[config.mk]
export PLATFORM = sky130hd
export DESIGN_NAME = ite_addr_mod
export DESIGN_NICKNAME = d
export VERILOG_FILES = /design/src/rtl/ite_pkg.sv /design/src/rtl/ite_addr_mod.sv
export SDC_FILE = /design/constraint.sdc
export NUM_CORES = 1
export LEC_CHECK = 0
export ABC_CLOCK_PERIOD_IN_PS = 2200
export BUFFER_PORTS_ARGS = -buffer_cell sky130_fd_sc_hd__buf_2
export CAP_MARGIN = 40
export CORE_UTILIZATION = 51
export DETAILED_ROUTE_END_ITERATION = 16
export GPL_ROUTABILITY_DRIVEN = 0
export MAX_ROUTING_LAYER = met4
export PLACE_DENSITY_LB_ADDON = 0.12
export RECOVER_POWER = 50
export SYNTH_ARGS = -nofsm -noshare
export SYNTH_HDL_FRONTEND = slang
export SYNTH_SLANG_ARGS = --single-unit
[constraint.sdc]
create_clock -name clock -period 2.2 [get_ports clock]
set_clock_uncertainty 0.1 [all_clocks]
set_input_delay 0.33 -clock clock [delete_from_list [all_inputs] [get_ports clock]]
set_output_delay 0.33 -clock clock [all_outputs]
set_load 0.005 [all_outputs]
[src/rtl/ite_pkg.sv]
// ============================================================================
// ite_pkg: shared types and constants for the I-type execute unit
// Item layouts, operation and instruction field codes, pipeline stage record.
// ============================================================================
package ite_pkg;

   localparam int unsigned MEM_DEPTH_DEF = 65536;
   localparam int unsigned NUM_LANES     = 4;
   localparam int unsigned XLEN          = 32;
   localparam int unsigned REG_IDX_W     = 5;

   // Operation codes of an input item
   localparam logic [1:0] OP_EXEC   = 2'd0;
   localparam logic [1:0] OP_MEM_WR = 2'd1;
   localparam logic [1:0] OP_REG_WR = 2'd2;

   // Major opcodes
   localparam logic [6:0] OPC_LOAD  = 7'h03;
   localparam logic [6:0] OPC_OPIMM = 7'h13;
   localparam logic [6:0] OPC_JALR  = 7'h67;

   // OP-IMM funct3
   localparam logic [2:0] F3_ADDI  = 3'd0;
   localparam logic [2:0] F3_SLLI  = 3'd1;
   localparam logic [2:0] F3_SLTI  = 3'd2;
   localparam logic [2:0] F3_SLTIU = 3'd3;
   localparam logic [2:0] F3_XORI  = 3'd4;
   localparam logic [2:0] F3_SRXI  = 3'd5;
   localparam logic [2:0] F3_ORI   = 3'd6;

   // Load funct3
   localparam logic [2:0] F3_LB  = 3'd0;
   localparam logic [2:0] F3_LH  = 3'd1;
   localparam logic [2:0] F3_LW  = 3'd2;
   localparam logic [2:0] F3_LBU = 3'd4;
   localparam logic [2:0] F3_LHU = 3'd5;

   localparam logic [2:0] F3_JALR = 3'd0;

   localparam logic [6:0] F7_BASE = 7'h00;
   localparam logic [6:0] F7_SRA  = 7'h20;

   typedef struct packed {
      logic [1:0]  operation;
      logic [31:0] instruction;
      logic [31:0] current_pc;
      logic [15:0] host_address;
      logic [31:0] host_data;
   } req_type;

   typedef struct packed {
      logic        reg_written;
      logic [4:0]  dest_index;
      logic [31:0] dest_value;
      logic [31:0] next_pc;
      logic        status;
   } rsp_type;

   // One item as it travels behind the execute stage
   typedef struct packed {
      logic                 rf_we;
      logic [REG_IDX_W-1:0] rf_idx;
      logic [XLEN-1:0]      rf_val;
      logic                 out_wr;
      logic                 is_load;
      logic [2:0]           ld_f3;
      logic                 host_mem;
      logic [7:0]           host_byte;
      logic [XLEN-1:0]      npc;
      logic                 status;
   } pipe_type;

endpackage

[src/rtl/ite_addr_mod.sv]
// ============================================================================
// ite_addr_mod: byte address reduction
// Four-stage pipe: effective address modulo depth, then the four byte lanes.
// ============================================================================
module ite_addr_mod #(
   parameter int unsigned MEM_DEPTH = ite_pkg::MEM_DEPTH_DEF
) (
   input  logic                         clock,
   input  logic                         adv,
   input  logic [ite_pkg::XLEN-1:0]      ea_in,
   output logic [$clog2(MEM_DEPTH)-1:0] lane_addr_ff [ite_pkg::NUM_LANES]
);
   import ite_pkg::*;

   localparam int unsigned AW    = $clog2(MEM_DEPTH);
   localparam int unsigned Shift = XLEN + AW;
   // floor(2^Shift / depth): the quotient estimate is low by at most one
   localparam logic [63:0] Recip64 = (64'd1 << Shift) / 64'(MEM_DEPTH);
   localparam logic [XLEN:0] Recip = Recip64[XLEN:0];
   localparam logic [XLEN-1:0] Depth32 = XLEN'(MEM_DEPTH);
   localparam logic [AW:0] DepthW = (AW + 1)'(MEM_DEPTH);

   logic [XLEN-1:0] q_ff, ea1_ff, qd_ff, ea2_ff, ea3_ff;
   logic [AW-1:0]   r_ff;
   logic [2*XLEN:0] prod;
   logic [2*XLEN-1:0] qd_full;
   logic [XLEN-1:0] diff, r_in;
   logic [AW-1:0]   lane_in [NUM_LANES];

   assign prod    = (2 * XLEN + 1)'(ea_in) * (2 * XLEN + 1)'(Recip);
   assign qd_full = (2 * XLEN)'(q_ff) * (2 * XLEN)'(Depth32);
   assign diff    = ea2_ff - qd_ff;
   assign r_in    = (diff >= Depth32) ? (diff - Depth32) : diff;

   always_comb begin
      logic [AW:0]     sum;
      logic [XLEN-1:0] wrap;
      for (int k = 0; k < NUM_LANES; k++) begin
         sum  = {1'b0, r_ff} + (AW + 1)'(k);
         wrap = ea3_ff + XLEN'(k);
         if (ea3_ff > ({XLEN{1'b1}} - XLEN'(k))) begin
            // address rolled past 2^32: lands on a small byte index
            lane_in[k] = wrap[AW-1:0];
         end else if (sum >= DepthW) begin
            lane_in[k] = AW'(sum - DepthW);
         end else begin
            lane_in[k] = sum[AW-1:0];
         end
      end
   end

   always_ff @(posedge clock) begin
      if (adv) begin
         q_ff   <= XLEN'(prod >> Shift);
         ea1_ff <= ea_in;
         qd_ff  <= qd_full[XLEN-1:0];
         ea2_ff <= ea1_ff;
         r_ff   <= r_in[AW-1:0];
         ea3_ff <= ea2_ff;
         lane_addr_ff <= lane_in;
      end
   end

endmodule

==> flow_summary.toml <==
[timing]
fin_crit_sh_pct = 88.2
final.setup.tns_ns = 0
max_slew.worst_pin.slew_ns = 0.891
setup_viol = 0
relSlewSlack_pct = 40.6
fmaxAchievable_ghz = 0.515
rsz0062_at_grt = "false"
report.final.hold_viol_count = 0
period_needed_ns = 1.94
drv_slew = 0

[logic_synthesis]
syn-num-nets = 271
synth_area_mm2 = 0.00414
seq_area_frac_synth_pct = 81.3
ys_async_sr_fraction_pct = 0
avgSynthCellArea_um2 = 17.9
synthCells = 231
synth_edf_count = 112
yosys_register_bits = 112
synth_flop_cell = "edfxtp_1"
yosys_warnings = 0
synthDistinctLibCells = 25

[critical_path]
startpoint_type = "register"
crit_required_ns = 2.21
rr_endpoint = "lane_addr_ff[46]"
reg2reg_from = "ea3_ff[7]"
critPathMaxFanout = 6
critPathKind = "reg2reg"
r2r_slack_ns = 0.26
ff2ff_path_depth = 5
cp-end-kind = "register"
cp.arrival_ns = 1.95

[global_routing]
grt_pass1_wl_um = 9650
grt_usage_pct = 16.5
antenna_found_initial = 0
grt-ovfl-total = 0
grt_pass1_vias = 1912
grt_max_degree = 38

[min_path]
hp-class = "in2reg"
whs_path_depth = 1
min_to = "ea1_ff[4]"
hold_path.startpoint = "ea_in[4]"

[floorplan]
core_area_mm2 = 0.00777
num_rows = 32
dieArea_mm2 = 0.00848
die_h_um = 92.1
dieWidth_um = 92.1
io_pins = 98
initial_core_util_pct = 53.3

[detailed_routing]
via_count = 2053
routed_via_density = 4.71
dr.pass1.iters = 4
routed_wl_um = 6260
initialDrtViolationCount = 135
ant_nets = 0
drc = 0
wl_per_cell_um = 14.4

[clocking]
clock_sinks = 112
insertion_delay_ns = 0.36
clk_path_buf_depth = 2
numCtsBuffers = 9
cts_setup_buffers = 0
htreeDepth = 3
cts_root_buffer = "clkbuf_8"
clk_pin_slew_ns = 0.10
cts_tree = "done"

[power_and_ir_drop]
leakage_nw = 1.88
powerDensity_mw_per_mm2 = 810
ir_worst_vdd_uv = 479

[placed_design]
dp_hpwl_um = 4270
io_buffers = 81

[final_layout]
fin_util_pct = 63.2
area_delta_synth_final_pct = 18.7
finalNetCount = 369
layout-drive-gt1-share_pct = 32.0
diodes = 0
final_cell_mix = "edfxtp_1, buf_2, xor2_1"
final_common_cell = "edfxtp_1"

[run_status]
outcome = "finished clean"

[flow_run]
drv_cap = 0
## through the flow
| step | instances | hold WS [ns] | setup WS (ns) | cell area (µm²) | power (mW) |
|---|---|---|---|---|---|
| finish | 436 | 0.0395 | 0.259 | 4910 | 3.98 |
| global route | 436 | 0.000236 | 0.114 | 4910 | 4.15 |
| detailed placement | 419 | 0.305 | 0.275 | 4770 | 2.89 |
| CTS | 435 | 0.0118 | 0.262 | 4960 | 4.04 |
| floorplan | 231 | 0.300 | 0.235 | 4140 | 2.70 |
| global placement | 419 | 0.300 | 0.281 | 4770 | 2.87 |
## routing by layer
metal | track usage [%] | vias to the layer above | share of wire [%]
met5 | - | - | 0
met4 | 8.20 | 0 | 1.8
met3 | 4.73 | 10 | 5.9
met2 | 24.4 | 70 | 48
met1 | 21.0 | 950 | 44
li1 | - | 1023 | -
## kinds of logic after synthesis
group / share of synthesized area, %
xor gates and xnor gates: 8.86
DFF: 81.3
AOI/OAI and AO/OA: 0.121
buffers and inverters: 2.09
and+or+nand+nor: 5.84
adders and majority gates: 1.81
## worst max-delay path, stage by stage (launching register included)
cell and delay, ns:
edfxtp_1 0.34, clkbuf_1 0.27, nand4_1 0.16, or3_1 0.45, nor3_1 0.28, xor2_1 0.09
## layout make-up
cell class                      instances  area (µm²)
Clock inverter                          5        57.6
Sequential cell                       112        3360
Tap cell                              102         128
Clock buffer                           11         131
Fill cell                             583        2860
Timing Repair Buffer                   99         512
Inverter                                8        30.0
Multi-Input combinational cell         99         688
## Yosys cell counts (3+ instances only)
| cell | count | area share (%) |
|---|---|---|
| buf_2 | 5 | 0.60 |
| clkbuf_1 | 4 | 0.36 |
| edfxtp_1 | 112 | 81 |
| ha_1 | 6 | 1.8 |
| inv_1 | 7 | 0.64 |
| nand2_1 | 10 | 0.91 |
| nand3_1 | 4 | 0.48 |
| nand4_1 | 3 | 0.45 |
| nor2_1 | 18 | 1.6 |
| nor3_1 | 9 | 1.1 |
| xnor2_1 | 14 | 3.0 |
| xor2_1 | 26 | 5.5 |
## where the power goes
part | switching [mW] | internal, mW | total [mW]
clock | 0.632 | 0.526 | 1.16
combinational | 0.142 | 0.109 | 0.252
sequential | 0.0500 | 2.52 | 2.57
total | 0.825 | 3.15 | 3.98
## registers in the layout, indices dropped and copies added, names as in the netlist
| name | count |
|---|---|
| ea3_ff | 16 |
| ea1_ff | 16 |
| ea2_ff | 16 |
| lane_addr_ff | 64 |
## how the worst max path moves through the flow
stage	startpoint	endpoint	slack (ns)	depth (start not counted)
5_1_grt	ea3_ff[7]	lane_addr_ff[46]	0.11	5
3_5_place_dp	ea3_ff[1]	lane_addr_ff[13]	0.27	6
4_1_cts	ea3_ff[1]	lane_addr_ff[13]	0.26	6
2_1_floorplan	ea3_ff[1]	lane_addr_ff[13]	0.24	6
3_3_place_gp	ea3_ff[1]	lane_addr_ff[13]	0.28	6
6_report	ea3_ff[7]	lane_addr_ff[46]	0.26	5
## repair_timing
action	in CTS	in global routing
hold buffers	0	1
gates resized for setup	0	0
endpoints found under the hold margin	0	1
Power figures use the tool's default switching activity.
